<file path="config.mk">
export PLATFORM = sky130hd
export DESIGN_NAME = bank_switch_irq_mapper_top
export DESIGN_NICKNAME = d
export VERILOG_FILES = /design/src/design/bsim_pkg.sv /design/src/design/bsim_mod.sv /design/src/design/bank_switch_irq_mapper_top.sv
export SDC_FILE = /design/constraint.sdc
export NUM_CORES = 1
export LEC_CHECK = 0
export BUFFER_PORTS_ARGS = -buffer_cell sky130_fd_sc_hd__buf_2
export CORE_ASPECT_RATIO = 1.25
export CORE_MARGIN = 1
export CORE_UTILIZATION = 52
export DETAILED_ROUTE_END_ITERATION = 8
export GPL_TIMING_DRIVEN = 0
export PLACE_DENSITY_LB_ADDON = 0.25
export SETUP_SLACK_MARGIN = 0.15
export SLEW_MARGIN = 10
export SYNTH_ARGS = -nofsm -noshare
export SYNTH_HDL_FRONTEND = slang
export SYNTH_SLANG_ARGS = --single-unit
</file>
<file path="constraint.sdc">
create_clock -name clk_i -period 4.5 [get_ports clk_i]
set_input_delay 0.9 -clock clk_i [delete_from_list [all_inputs] [get_ports clk_i]]
set_output_delay 0.9 -clock clk_i [all_outputs]
set_load 0.005 [all_outputs]
</file>
<file path="src/design/bsim_pkg.sv">
// Package for the bank switch / IRQ mapper: request and result structs,
// bus address decode constants, sequencer states and remainder unit types.
// No dependencies.
package bsim_pkg;

  localparam int PrgCountW = 9;
  localparam int ChrCountW = 11;
  localparam int ModW      = ChrCountW;
  localparam int DivW      = 8;
  localparam int DivCntW   = $clog2(DivW);
  localparam int CfgIdxW   = 1;
  localparam int CfgDataW  = ChrCountW;

  localparam logic [CfgIdxW-1:0] CFG_PRG_COUNT = 1'b0;
  localparam logic [CfgIdxW-1:0] CFG_CHR_COUNT = 1'b1;

  localparam logic [PrgCountW-1:0] PrgCountReset = 9'd32;
  localparam logic [ChrCountW-1:0] ChrCountReset = 11'd256;
  localparam logic [PrgCountW-1:0] PrgLowReset   = 9'd0;
  localparam logic [PrgCountW-1:0] PrgMidReset   = 9'd1;
  localparam logic [PrgCountW-1:0] PrgHighReset  = PrgCountReset - 9'd2;

  localparam logic REQ_WRITE = 1'b0;
  localparam logic REQ_TICK  = 1'b1;

  localparam logic [15:0] ADDR_PRG_LOW  = 16'h8000;
  localparam logic [15:0] ADDR_MIRROR   = 16'h9000;
  localparam logic [15:0] ADDR_SWAP     = 16'h9002;
  localparam logic [15:0] ADDR_PRG_MID  = 16'ha000;
  localparam logic [15:0] ADDR_CHR_B    = 16'hb000;
  localparam logic [15:0] ADDR_CHR_C    = 16'hc000;
  localparam logic [15:0] ADDR_CHR_D    = 16'hd000;
  localparam logic [15:0] ADDR_CHR_E    = 16'he000;
  localparam logic [15:0] ADDR_IRQ      = 16'hf000;
  localparam logic [15:0] ADDR_BASE_MSK = 16'hfffc;

  localparam logic [1:0] IRQ_OFF_LATCH_HI = 2'd1;
  localparam logic [1:0] IRQ_OFF_CTRL     = 2'd2;

  typedef struct packed {
    logic        req_type;
    logic [15:0] addr;
    logic [7:0]  data;
  } bsim_req_t;

  typedef struct packed {
    logic [PrgCountW-1:0] prg_bank_low;
    logic [PrgCountW-1:0] prg_bank_mid;
    logic [PrgCountW-1:0] prg_bank_high;
    logic [1:0]           mirror_mode;
    logic                 chr_update;
    logic [2:0]           chr_slot;
    logic [7:0]           chr_page;
    logic                 irq_request;
  } bsim_res_t;

  typedef struct packed {
    logic            start;
    logic [DivW-1:0] dividend;
    logic [ModW-1:0] modulus;
  } bsim_div_req_t;

  typedef struct packed {
    logic            done;
    logic [DivW-1:0] rem;
  } bsim_div_rsp_t;

  typedef enum logic [1:0] {
    ST_IDLE,
    ST_LOAD,
    ST_CALC,
    ST_FIN
  } bsim_state_e;

endpackage

</file>
<file path="src/design/bsim_mod.sv">
// Bit-serial restoring remainder unit: one dividend bit per cycle.
// Depends on bsim_pkg. A zero modulus returns the dividend unchanged.
module bsim_mod import bsim_pkg::*; (
  input  logic          clk_i,
  input  logic          rst_ni,
  input  bsim_div_req_t req_i,
  output bsim_div_rsp_t rsp_o
);

  logic               busy_q, busy_d;
  logic               done_q, done_d;
  logic [DivCntW-1:0] cnt_q, cnt_d;
  logic [DivW-1:0]    div_q, div_d;
  logic [DivW-1:0]    rem_q, rem_d;
  logic [ModW-1:0]    mod_q, mod_d;
  logic [DivW:0]      trial;
  logic [ModW-1:0]    trial_ext;
  logic [ModW-1:0]    diff;

  assign trial     = {rem_q, div_q[DivW-1]};
  assign trial_ext = ModW'(trial);
  assign diff      = trial_ext - mod_q;

  always_comb begin
    busy_d = busy_q;
    done_d = 1'b0;
    cnt_d  = cnt_q;
    div_d  = div_q;
    rem_d  = rem_q;
    mod_d  = mod_q;
    if (req_i.start) begin
      busy_d = 1'b1;
      cnt_d  = '0;
      div_d  = req_i.dividend;
      rem_d  = '0;
      mod_d  = req_i.modulus;
    end else if (busy_q) begin
      div_d = {div_q[DivW-2:0], 1'b0};
      rem_d = (trial_ext >= mod_q) ? diff[DivW-1:0] : trial[DivW-1:0];
      cnt_d = cnt_q + DivCntW'(1);
      if (cnt_q == DivCntW'(DivW - 1)) begin
        busy_d = 1'b0;
        done_d = 1'b1;
      end
    end
  end

  always_ff @(posedge clk_i or negedge rst_ni) begin
    if (!rst_ni) begin
      busy_q <= 1'b0;
      done_q <= 1'b0;
      cnt_q  <= '0;
    end else begin
      busy_q <= busy_d;
      done_q <= done_d;
      cnt_q  <= cnt_d;
    end
  end

  always_ff @(posedge clk_i) begin
    div_q <= div_d;
    rem_q <= rem_d;
    mod_q <= mod_d;
  end

  assign rsp_o.done = done_q;
  assign rsp_o.rem  = rem_q;

endmodule

</file>
<file path="src/design/bank_switch_irq_mapper_top.sv">
// Bank switch / IRQ mapper top level: request decode, sequencer, bank and IRQ state.
// Depends on bsim_pkg and bsim_mod.
//
// One request is taken at a time. Program and character bank writes go through
// the load, remainder, done and write-back steps; the bit-serial remainder unit
// takes one bit of the 8-bit value per cycle against the page count. All other
// requests go from the load step straight to write-back. The result sits in an
// output register, so a new request is taken while the previous result is still
// held. A request that reaches its last step while that result is still stalled
// waits there until the result is taken. Page count registers are written through
// the config port; the user must write them only while the block is idle, which
// the block itself does not enforce. A zero page count leaves bank values unreduced.
module bank_switch_irq_mapper_top import bsim_pkg::*; (
  input  logic                clk_i,
  input  logic                rst_ni,
  input  logic                in_valid_i,
  output logic                in_stall_o,
  input  bsim_req_t           in_req_i,
  output logic                out_valid_o,
  input  logic                out_stall_i,
  output bsim_res_t           out_res_o,
  input  logic                cfg_valid_i,
  output logic                cfg_ready_o,
  input  logic [CfgIdxW-1:0]  cfg_index_i,
  input  logic [CfgDataW-1:0] cfg_data_i
);

  bsim_state_e state_q, state_d;
  bsim_req_t   req_q;

  logic [PrgCountW-1:0] prg_cnt_q;
  logic [ChrCountW-1:0] chr_cnt_q;

  logic                 swap_q, swap_d;
  logic [PrgCountW-1:0] prg_q [3];
  logic [PrgCountW-1:0] prg_d [3];
  logic [1:0]           mir_q, mir_d;
  logic [7:0]           chr_pair_q [8];
  logic [7:0]           chr_pair_d [8];
  logic [7:0]           latch_q, latch_d;
  logic [7:0]           irq_cnt_q, irq_cnt_d;
  logic [7:0]           irq_ctl_q, irq_ctl_d;

  logic      out_valid_q, out_valid_d;
  bsim_res_t out_res_q, out_res_d;

  bsim_div_req_t div_req;
  bsim_div_rsp_t div_rsp;
  logic          div_start;

  logic        is_tick, w_prg_low, w_mirror, w_swap, w_prg_mid, chr_hit, irq_hit, need_mod;
  logic [15:0] base;
  logic [1:0]  off;
  logic [2:0]  slot;
  logic [7:0]  chr_val;
  logic [7:0]  cnt_inc;

  assign is_tick   = (req_q.req_type == REQ_TICK);
  assign base      = req_q.addr & ADDR_BASE_MSK;
  assign off       = req_q.addr[1:0];
  assign w_prg_low = !is_tick && (req_q.addr == ADDR_PRG_LOW);
  assign w_mirror  = !is_tick && (req_q.addr == ADDR_MIRROR);
  assign w_swap    = !is_tick && (req_q.addr == ADDR_SWAP);
  assign w_prg_mid = !is_tick && (req_q.addr == ADDR_PRG_MID);
  assign chr_hit   = !is_tick && ((base == ADDR_CHR_B) || (base == ADDR_CHR_C) ||
                                  (base == ADDR_CHR_D) || (base == ADDR_CHR_E));
  assign irq_hit   = !is_tick && (base == ADDR_IRQ);
  assign need_mod  = w_prg_low || w_prg_mid || chr_hit;

  // region B..E maps to 0..3: address bits 13:12 plus one
  assign slot    = {req_q.addr[13:12] + 2'd1, off[0]};
  assign chr_val = off[1] ? {req_q.data[3:0], chr_pair_q[slot][3:0]}
                          : {chr_pair_q[slot][7:4], req_q.data[3:0]};
  assign cnt_inc = irq_cnt_q + 8'd1;

  assign div_req.start    = div_start;
  assign div_req.dividend = chr_hit ? chr_val : req_q.data;
  assign div_req.modulus  = chr_hit ? chr_cnt_q : ModW'(prg_cnt_q);

  bsim_mod u_mod (
    .clk_i  (clk_i),
    .rst_ni (rst_ni),
    .req_i  (div_req),
    .rsp_o  (div_rsp)
  );

  always_comb begin
    state_d     = state_q;
    div_start   = 1'b0;
    swap_d      = swap_q;
    prg_d       = prg_q;
    mir_d       = mir_q;
    chr_pair_d  = chr_pair_q;
    latch_d     = latch_q;
    irq_cnt_d   = irq_cnt_q;
    irq_ctl_d   = irq_ctl_q;
    out_valid_d = out_valid_q && out_stall_i;
    out_res_d   = out_res_q;
    case (state_q)
      ST_IDLE: begin
        if (in_valid_i) state_d = ST_LOAD;
      end
      ST_LOAD: begin
        div_start = need_mod;
        state_d = need_mod ? ST_CALC : ST_FIN;
      end
      ST_CALC: begin
        if (div_rsp.done) state_d = ST_FIN;
      end
      ST_FIN: begin
        if (!out_valid_q || !out_stall_i) begin
          out_res_d.chr_update  = 1'b0;
          out_res_d.chr_slot    = '0;
          out_res_d.chr_page    = '0;
          out_res_d.irq_request = 1'b0;
          if (is_tick) begin
            if (irq_ctl_q[1]) begin
              irq_cnt_d = cnt_inc;
              if (cnt_inc == 8'd0) begin
                out_res_d.irq_request = 1'b1;
                irq_cnt_d = latch_q;
              end
            end
          end else if (w_prg_low) begin
            if (swap_q) prg_d[2] = PrgCountW'(div_rsp.rem);
            else        prg_d[0] = PrgCountW'(div_rsp.rem);
          end else if (w_mirror) begin
            mir_d = req_q.data[1:0];
          end else if (w_swap) begin
            swap_d = req_q.data[1];
          end else if (w_prg_mid) begin
            prg_d[1] = PrgCountW'(div_rsp.rem);
          end else if (chr_hit) begin
            chr_pair_d[slot]     = chr_val;
            out_res_d.chr_update = 1'b1;
            out_res_d.chr_slot   = slot;
            out_res_d.chr_page   = div_rsp.rem;
          end else if (irq_hit) begin
            if (off <= IRQ_OFF_LATCH_HI) begin
              latch_d = req_q.data;
            end else if (off == IRQ_OFF_CTRL) begin
              if (req_q.data[1])      irq_ctl_d = 8'd1;
              else if (!req_q.data[0]) irq_ctl_d = 8'd0;
              irq_cnt_d = latch_q;
            end else begin
              irq_ctl_d = {irq_ctl_q[6:0], 1'b0} | {7'd0, irq_ctl_q[0]};
            end
          end
          out_res_d.prg_bank_low  = prg_d[0];
          out_res_d.prg_bank_mid  = prg_d[1];
          out_res_d.prg_bank_high = prg_d[2];
          out_res_d.mirror_mode   = mir_d;
          out_valid_d = 1'b1;
          state_d     = ST_IDLE;
        end
      end
      default: state_d = ST_IDLE;
    endcase
  end

  always_ff @(posedge clk_i or negedge rst_ni) begin
    if (!rst_ni) begin
      state_q     <= ST_IDLE;
      out_valid_q <= 1'b0;
      prg_cnt_q   <= PrgCountReset;
      chr_cnt_q   <= ChrCountReset;
      swap_q      <= 1'b0;
      prg_q[0]    <= PrgLowReset;
      prg_q[1]    <= PrgMidReset;
      prg_q[2]    <= PrgHighReset;
      mir_q       <= '0;
      for (int i = 0; i < 8; i++) chr_pair_q[i] <= '0;
      latch_q     <= '0;
      irq_cnt_q   <= '0;
      irq_ctl_q   <= '0;
    end else begin
      state_q     <= state_d;
      out_valid_q <= out_valid_d;
      if (cfg_valid_i && cfg_index_i == CFG_PRG_COUNT) prg_cnt_q <= cfg_data_i[PrgCountW-1:0];
      if (cfg_valid_i && cfg_index_i == CFG_CHR_COUNT) chr_cnt_q <= cfg_data_i;
      swap_q      <= swap_d;
      prg_q       <= prg_d;
      mir_q       <= mir_d;
      chr_pair_q  <= chr_pair_d;
      latch_q     <= latch_d;
      irq_cnt_q   <= irq_cnt_d;
      irq_ctl_q   <= irq_ctl_d;
    end
  end

  always_ff @(posedge clk_i) begin
    if (state_q == ST_IDLE && in_valid_i) req_q <= in_req_i;
    out_res_q <= out_res_d;
  end

  assign in_stall_o  = (state_q != ST_IDLE);
  assign out_valid_o = out_valid_q;
  assign out_res_o   = out_res_q;
  assign cfg_ready_o = 1'b1;

endmodule

</file>
; Word level (Yosys, flattened, before mapping)
; Index checks and enable logic that the tools add are counted.
[totals]
regBits = 234
in_bits = 42
word_cells = 173
[op_classes]
muxes = 56
eq_ne = 25
reduce_logical = 36
magnitude_cmp = 4
bitwise_logic = 10
n_addsub = 4
[op_table]
columns = operator, n
row1 = $mux 8, 19
row2 = $mux 9, 9
row3 = $eq 14x14->1 const B, 5
row4 = $bwmux 64, 1
row5 = $eq 16x16->1 const B, 4
row6 = $mux 27, 1
row7 = $bmux 8 s3, 1
row8 = $demux 8 s3, 1
row9 = $reduce_and 11->1, 2
row10 = $mux 2, 9
row11 = $ne 2x2->1 const B, 8
row12 = $mux 12, 1
row13 = $ge 9x11->1, 1
row14 = $logic_and 1x1->1, 11
row15 = $mux 1, 11
row16 = $reduce_and 10->1, 1
row17 = $add 8x1->8 const B, 1
row18 = $logic_not 8->1, 1
row19 = $not 1->1, 8
row20 = $pmux 2 s4, 1
row21 = $reduce_and 8->1, 1
row22 = $reduce_bool 2->1, 4
row23 = $sub 8x8->8, 1
row24 = $eq 2x2->1 const B, 3
row25 = 20 further kinds, 30

; Longest topological paths before layout
; Gate-level depths: netlist of the first run.
[depth]
depth_word = 11
mapped_depth = 13

; Modules after synthesis
; A second synthesis of the first run with hierarchy kept.
[unflattened]
hier_cells = 818
area_unflattened_um2 = 10441.3
[by_module_without_submodules]
columns = mod, area_per_inst_um2, seq_area_each_um2, instances, cells_per_inst
row1 = bank_switch_irq_mapper_top, 8784.7, 5398.9, 1, 679
row2 = bsim_mod, 1656.6, 855.8, 1, 139

; Worst setup path after synthesis of the first run
; OpenSTA, ideal clock, no wires.
[synth_path]
path_type = input -> register
from = input out_stall_i
to = register irq_cnt_q[4]
t_required_ps = 4374
arrival_time_ps = 3357
path_stages = 7
path_slack_ps = 1017
cell_sequence = a21bo_2 clkbuf_1 inv_1 nand2_1 or2_2 buf_2 a221o_1
[synth_between]
elab_chain_len = 3
[synth_rtl]
columns = item, line
row1 = from (decl), bank_switch_irq_mapper_top.sv:20  ; input logic out_stall_i,
row2 = $logic_not 1->1, bank_switch_irq_mapper_top.sv:111  ; if (!out_valid_q || !out_stall_i) begin
row3 = $logic_or 1x1->1, bank_switch_irq_mapper_top.sv:111
row4 = $reduce_and 11->1 (no source line), -
row5 = to (signal assigned), bank_switch_irq_mapper_top.sv:186  ; irq_cnt_q <= irq_cnt_d;
row6 = to (decl), bank_switch_irq_mapper_top.sv:41  ; logic [7:0] irq_cnt_q, irq_cnt_d;
; Every way passes these cells.
; A chain may end at the register's enable or synchronous reset.

; Final worst setup path of the first run
[layout_path]
from = register req_q (netlist bit base[12])
to = register irq_cnt_q[4]
[layout_between]
elab_chain_len = 7
word_cells_on_any_way = 25
[layout_rtl]
columns = item, line
row1 = from (decl), bank_switch_irq_mapper_top.sv:29  ; bsim_req_t req_q;
row2 = from (signal assigned), bank_switch_irq_mapper_top.sv:192  ; if (state_q == ST_IDLE && in_valid_i) req_q <= in_req_i;
row3 = $eq 14x14->1, bank_switch_irq_mapper_top.sv:65  ; assign chr_hit = !is_tick && ((base == ADDR_CHR_B) || (base == ADDR_CHR_C) ||
row4 = $logic_or 1x1->1 (2 in series), bank_switch_irq_mapper_top.sv:65
row5 = $logic_or 1x1->1, bank_switch_irq_mapper_top.sv:66  ; (base == ADDR_CHR_D) || (base == ADDR_CHR_E));
row6 = $logic_and 1x1->1, bank_switch_irq_mapper_top.sv:65
row7 = $ne 2x2->1 (no source line), -
row8 = $reduce_and 11->1 (no source line) *, -
; Every way passes the cells marked *; elsewhere a longest branch is shown, timed or not.

==> summary.txt, run 1 <==
Status - finished, final reports clean
Crit path arrival time - 4.49 ns
H-tree Lvls - 1
MaxCap Viol Count - 0
Number of synthesized flops with an enable pin - 86
Drt wl/cell - 17.57 um
Total CTS buffers - 23
Post-synth top area cell - dfrtp_1
IO Count - 87
Initial DRC Count - 409
Residual DRC - 0
Share of layout cells above drive strength 1 - 27.12%
Clock transition at the registers of the reported paths - 0.06 ns
Vias in the first global route - 6,813
Synth area leaders - dfrtp_1, edfxtp_1, mux2_2
Syn nets - 912
DP HPWL - 15,020 um
CTS tree - done
Final nets - 1,024
Initial DRT Pass Iterations - 4
Hold Vio Cnt, Final - 0
Fin crit share - 90.89%
Least-Margin Pin Slew - 0.9308 ns
Area share of the largest cell type after synthesis - 31.75%
First-pass GRT wire length - 35,290 um
RSZ-0062 raised after global routing - no
#FFs+latches synth - 234
Vias per Instance - 5.515
Seq/Total Area, Yosys - 59.68%
PD cells - 425.3 nW/um^2
Avg Synthesized Cell Area - 12.36 sq um
Tmin final - 4.090 ns
Critical path class - flop to flop
WL final - 21,820 um
DRT antenna net count - 0
Clk_skew - 0.01191 ns
Starting Density - 53.44%
Distinct cells, synth - 70
Ys flop type - dfrtp_1
Total GRT Usage - 21.96%
Die width - 129.0 um
Worst path required time - 4.90 ns
Grt total ovfl - 0
Commonest cells after routing, fill and taps aside - nand2_1, dfrtp_1, buf_2
Worst vdd ir - 0.0003146 V
# clock sinks - 234
Rows - 57
Core box area - 19,610 sq um
Synth warn - 0
GP Congestion - 0.8075
Area growth, synth to finish - 14.61%
Setup TNS - 0 ns
Initial antenna violation count - 0
Commonest non-fill, non-tap cell in the layout - nand2_1
Die H - 160.7 um
# diodes - 0
Setup violators final - 0
Max-slew violation count - 0
Largest net degree at the start of global routing - 108
Worst Hold Class - primary input to asynchronous set/reset pin
DIE AREA - 20,730 sq um
Setup WS post-layout - 0.4100 ns
FMAX - 244.5 MHz
P_leak - 5.128 nW
Vias - 6,850
CP startpoint kind - flop
CP endpoint kind - flop
Bufs on Longest Clock Path - 3
Root Driver - clkbuf_16
Post-Synthesis Cells - 848
Critical path peak fanout - 10
Final Util - 61.25%
Hold Buf Count CTS - 0
DP Worst Slack - 0.2708 ns
I/O Buffers - 85
Post-Syn Area - 10,480 sq um
Clk_lat worst skew - 0.52 ns
Async SR Flop Fraction - 59.83%
Slew margin rel. - 37.38%
[cell families after synthesis]
family	after synthesis	synth area share, %
and+or+nand+nor	261	11.84
DFF	234	59.68
AOI/OAI and AO/OA	156	9.383
muxes	113	13.72
buffers and inverters	58	2.399
adders and majority gates	22	2.698
xor gates and xnor gates	3	0.2507
other	1	0.03578
[per-layer routing]
layer / up-vias / global-route usage [%] / wire, um
met2: 145 / 37.40 / 11110
met1: 3384 / 29.04 / 9445
met5: - / 0 / 0
met3: 34 / 2.965 / 762
li1: 3287 / - / -
met4: 0 / 7.005 / 500
[what timing repair did]
item / 4_1_cts / 5_1_grt
endpoints found under the setup margin: 0 / 30
buffers inserted: 0 / 0
gates resized for setup: 0 / 3
[synthesized netlist by cell type (all sizes together), types with 3 or more instances]
cell	count
a2111oi	4
a211oi	3
a21oi	17
a31oi	3
and2	18
and3	7
buf	9
clkbuf	26
dfrtp	133
dfstp	7
dfxtp	8
edfxtp	86
ha	21
inv	23
mux2	85
mux2i	12
mux4	16
nand2	144
nand3	15
nand4	5
nor2	26
nor2b	11
nor3	11
nor4	8
nor4b	3
o211ai	3
o21a	9
o21ai	96
o31ai	3
[final timing paths]
kind / startpoint / endpoint / slack [ns] / cells past startpoint
max reg2reg: base[12]$_DFFE_PP_ / irq_cnt_q[4]$_DFFE_PN0P_ / 0.41 / 12
max: base[12]$_DFFE_PP_ / irq_cnt_q[4]$_DFFE_PN0P_ / 0.41 / 12
max in group asynchronous: rst_ni / prg_cnt_q[5]$_DFFE_PN1P_ / 3.42 / 2
min: rst_ni / chr_pair_q[38]$_DFFE_PN0P_ / 0.24 / 1
min reg2reg: chr_pair_q[61]$_DFFE_PN0P_ / chr_pair_q[61]$_DFFE_PN0P_ / 0.47 / 2
min in group clk_i: chr_pair_q[61]$_DFFE_PN0P_ / chr_pair_q[61]$_DFFE_PN0P_ / 0.47 / 2
[registers in the layout, indices dropped and copies added, names as in the netlist, 2 cells and up]
name / flops
mir_q: 2
irq_ctl_q: 2
prg_cnt_q: 9
out_res_o: 42
latch_q: 8
req_q: 8
chr_pair_q: 64
chr_cnt_q: 11
off: 2
irq_cnt_q: 8
base: 14
prg_q: 27
state_q: 2
u_mod.div_q: 8
u_mod.cnt_q: 3
u_mod.rem_q: 8
u_mod.mod_q: 11
[area by class of cell]
| type | instances | area, sq um |
|---|---|---|
| clock buffers | 29 | 608.1 |
| repair buffers | 87 | 483.0 |
| flip-flops and latches | 234 | 6255 |
| multi-input cells | 556 | 3989 |
| well taps | 265 | 331.6 |
| plain buffers | 35 | 166.4 |
| clock inverters | 13 | 93.84 |
| fillers | 1598 | 7600 |
| inverters | 23 | 86.33 |
[critical path: stages, from the launching register on]
cell      delay (ns)
edfxtp_1        0.39
clkbuf_1        0.48
clkbuf_2        0.41
inv_1           0.15
ha_1            0.22
clkbuf_1        0.23
o31ai_1         0.62
a2111o_1        0.26
buf_6           0.15
nand2_1         0.16
or2_2           0.34
buf_2           0.19
a221o_1         0.35
[metrics by stage]
step                      instance area [sq um]  hold slack, ns  total power [mW]  instances
after floorplan                           10480          0.4418             3.001        848
after global placement                    11240          0.4571             3.306       1198
after detailed placement                  11300          0.4624             3.340       1200
after CTS                                 12000          0.2380             5.151       1242
after global routing                      12010          0.2535             5.330       1242
final                                     12010          0.2388             5.110       1242
[where the power goes]
part | switching (mW) | internal [mW] | leakage (nW) | total, mW
combinational | 0.449 | 0.268 | 2.03 | 0.716
sequential | 0.120 | 2.45 | 2.75 | 2.57
clock | 0.802 | 1.02 | 0.343 | 1.82
total | 1.37 | 3.74 | 5.13 | 5.11
(Power assumes the default switching activity.)
==> inputs of run 2 (changes only) <==
--- a/config.mk
+++ b/config.mk
@@ -5,6 +5,7 @@
 export SDC_FILE = /design/constraint.sdc
 export NUM_CORES = 1
 export LEC_CHECK = 0
+export ABC_AREA = 1
 export BUFFER_PORTS_ARGS = -buffer_cell sky130_fd_sc_hd__buf_2
 export CORE_ASPECT_RATIO = 1.25
 export CORE_MARGIN = 1
==> constraint.sdc (replaced) <==
create_clock -name clk_i -period 4.73 [get_ports clk_i]
set_input_delay 0.946 -clock clk_i [delete_from_list [all_inputs] [get_ports clk_i]]
set_output_delay 0.946 -clock clk_i [all_outputs]
set_load 0.005 [all_outputs]
==> run 2 against run 1 <==
Area after synthesis grew 6.2%; die area grew 6.1%; clock power rose by 3%; routed wire length up 18%; power down 20%; synthesized cell count increased by 51%; worst hold slack better by 0.13 ns; global-route usage is 2.1 points higher; cell count increased by 36%; sequential power down 17%; critical endpoint is now u_mod.div_q[1]$_DFFE_PP_.
==> summary.txt, run 2 <==
Status - finished, final reports clean
Slowest stage cell, crit path - clkbuf_1
Fin cells - 1,688
Least-Margin Pin Slew - 1.013 ns
Synth area leaders - dfrtp_1, edfxtp_1, nand2_1
Delay-heaviest family, CP - buffers and inverters
FMAX - 295.2 MHz
Simple-gate area share of the yosys netlist - 27.03%
CP startpoint kind - flop
Post-Syn Area - 11,130 sq um
Hold Vio Cnt, Final - 0
Root Driver - clkbuf_16
Worst vdd ir - 0.0002451 V
Worst path bufs/invs - 4
Top reg by flops - chr_pair_q
Area share of the largest cell type after synthesis - 29.91%
DIE AREA - 21,990 sq um
Share of layout cells above drive strength 1 - 13.79%
Post-CTS Setup Inserts - 0
Cell Chain, Critical Path - inv_1 > clkbuf_1 > ha_1 > clkbuf_1 > clkinv_1 > nand3_1 > nand3_1 > nand2_1 > nor2_1 > o21ai_1
Final nets - 1,460
Vias per Instance - 5.300
Post-Synthesis Cells - 1,283
Design Area, Final - 12,740 sq um
Max reg flops - 64
Ys flop type - dfrtp_1
Area share of fa/ha/maj cells after synthesis - 2.541%
Seq/Total Area, Yosys - 56.21%
Rows - 59
Avg Synthesized Cell Area - 8.673 sq um
Setup TNS - 0 ns
Slowest cell delay on critical path - 0.55 ns
DP HPWL - 18,060 um
#FFs+latches synth - 234
Clk_lat worst skew - 0.53 ns
Critical path class - flop to flop
RSZ-0062 raised after global routing - no
CP endpoint kind - flop
Drt wl/cell - 15.25 um
Synth warn - 0
Residual DRC - 0
XOR/XNOR share of the synthesized area - 0.3149%
Worst path required time - 5.11 ns
Most frequent cell after synthesis - nand2_1
Total power - 4.081 mW
Initial DRC Count - 712
Clock transition at the registers of the reported paths - 0.06 ns
Hold Buf Count CTS - 0
Setup WS post-layout - 1.342 ns
Fin crit share - 71.63%
Starting Density - 53.26%
Final Util - 60.97%
DRT antenna net count - 0
Area growth, synth to finish - 14.47%
Slew margin rel. - 32.41%
Vias - 8,947
Commonest cells after routing, fill and taps aside - nand2_1, dfrtp_1, inv_1
H-tree Lvls - 1
Tmin final - 3.388 ns
Synth Area in Compound Gates - 7.208%
Syn nets - 1,347
I/O Buffers - 85
Core box area - 20,890 sq um
Worst Hold Class - primary input to asynchronous set/reset pin
Largest net degree at the start of global routing - 88
PD cells - 320.4 nW/um^2
Commonest cells post-synth - nand2_1, dfrtp_1, inv_1, nor2_1, o21ai_0
# diodes - 0
Dpl cells - 1,644
CTS tree - done
Initial DRT Pass Iterations - 6
Post-synth top area cell - dfrtp_1
Grt total ovfl - 0
Distinct cells, synth - 39
Die H - 165.5 um
WHS - 0.3723 ns
MaxCap Viol Count - 0
Number of synthesized flops with an enable pin - 86
Clk_skew - 0.01944 ns
Setup violators final - 0
Commonest non-fill, non-tap cell in the layout - nand2_1
First-pass GRT wire length - 41,980 um
P_leak - 6.122 nW
DP Worst Slack - 1.493 ns
Bufs on Longest Clock Path - 3
Initial antenna violation count - 0
Main combinational cell family by area after synthesis - simple AND/OR/NAND/NOR gates
WL final - 25,750 um
Total CTS buffers - 24
Placed instance area - 11,950 sq um
Async SR Flop Fraction - 59.83%
# clock sinks - 234
Critical path peak fanout - 11
GP Congestion - 0.9046
Vias in the first global route - 8,516
Fill cells - 1,847
Max-slew violation count - 0
Die width - 132.8 um
Total GRT Usage - 24.02%
Post-CTS Resized - 0
IO Count - 87
Crit path arrival time - 3.77 ns
Mux contribution to synthesized area - 0%
## run 2: layer usage
metal | track usage (%) | wire, um
met4 | 9.457 | 832
met2 | 42.46 | 12700
met1 | 30.00 | 10870
met3 | 3.022 | 1341
met5 | 0 | 0
## run 2: report_power, final
part           total (mW)  internal, mW  switching (mW)
logic              0.0804        0.0290          0.0514
clock network        1.87          1.08           0.795
registers            2.13          2.12         0.00961
total                4.08          3.23           0.856
## run 2: final cells by class
type,instances,area [sq um],area share [%]
Timing Repair Buffer,87,479.2,3.762
Clock inverter,18,157.7,1.238
Multi-Input combinational cell,871,4131,32.44
Clock buffer,26,629.4,4.941
Inverter,124,465.4,3.654
Tap cell,274,342.8,2.692
Sequential cell,234,6255,49.11
Buffer,54,276.5,2.171
## run 2: logic make-up (layout without fill, tap and decap cells)
group,after synthesis,count (layout)
AND/OR/NAND/NOR,690,690
flip-flops,234,234
buffers and inverters,178,309
AO/OA/AOI/OAI,154,154
adder cells (fa/ha/maj),22,22
XOR/XNOR,4,4
other,1,1
## run 2: final timing paths
check	from	end	slack (ns)	cells after the start
min	rst_ni	prg_q[0]$_DFFE_PN0P_	0.37	1
max	base[12]$_DFFE_PP_	u_mod.div_q[1]$_DFFE_PP_	1.34	10
max reg2reg	base[12]$_DFFE_PP_	u_mod.div_q[1]$_DFFE_PP_	1.34	10
min in group clk_i	chr_pair_q[53]$_DFFE_PN0P_	chr_pair_q[53]$_DFFE_PN0P_	0.47	2
min reg2reg	chr_pair_q[53]$_DFFE_PN0P_	chr_pair_q[53]$_DFFE_PN0P_	0.47	2
max in group asynchronous	rst_ni	chr_cnt_q[8]$_DFFE_PN1P_	3.49	2
## run 2: worst reg2reg max path: cells and delay by family, from the launching register on
kind / cells / cell delay [ns]
flip-flops: 1 / 0.46
adder cells (fa/ha/maj): 1 / 0.24
buffers and inverters: 4 / 1.54
AND/OR/NAND/NOR: 4 / 0.88
AO/OA/AOI/OAI: 1 / 0.13
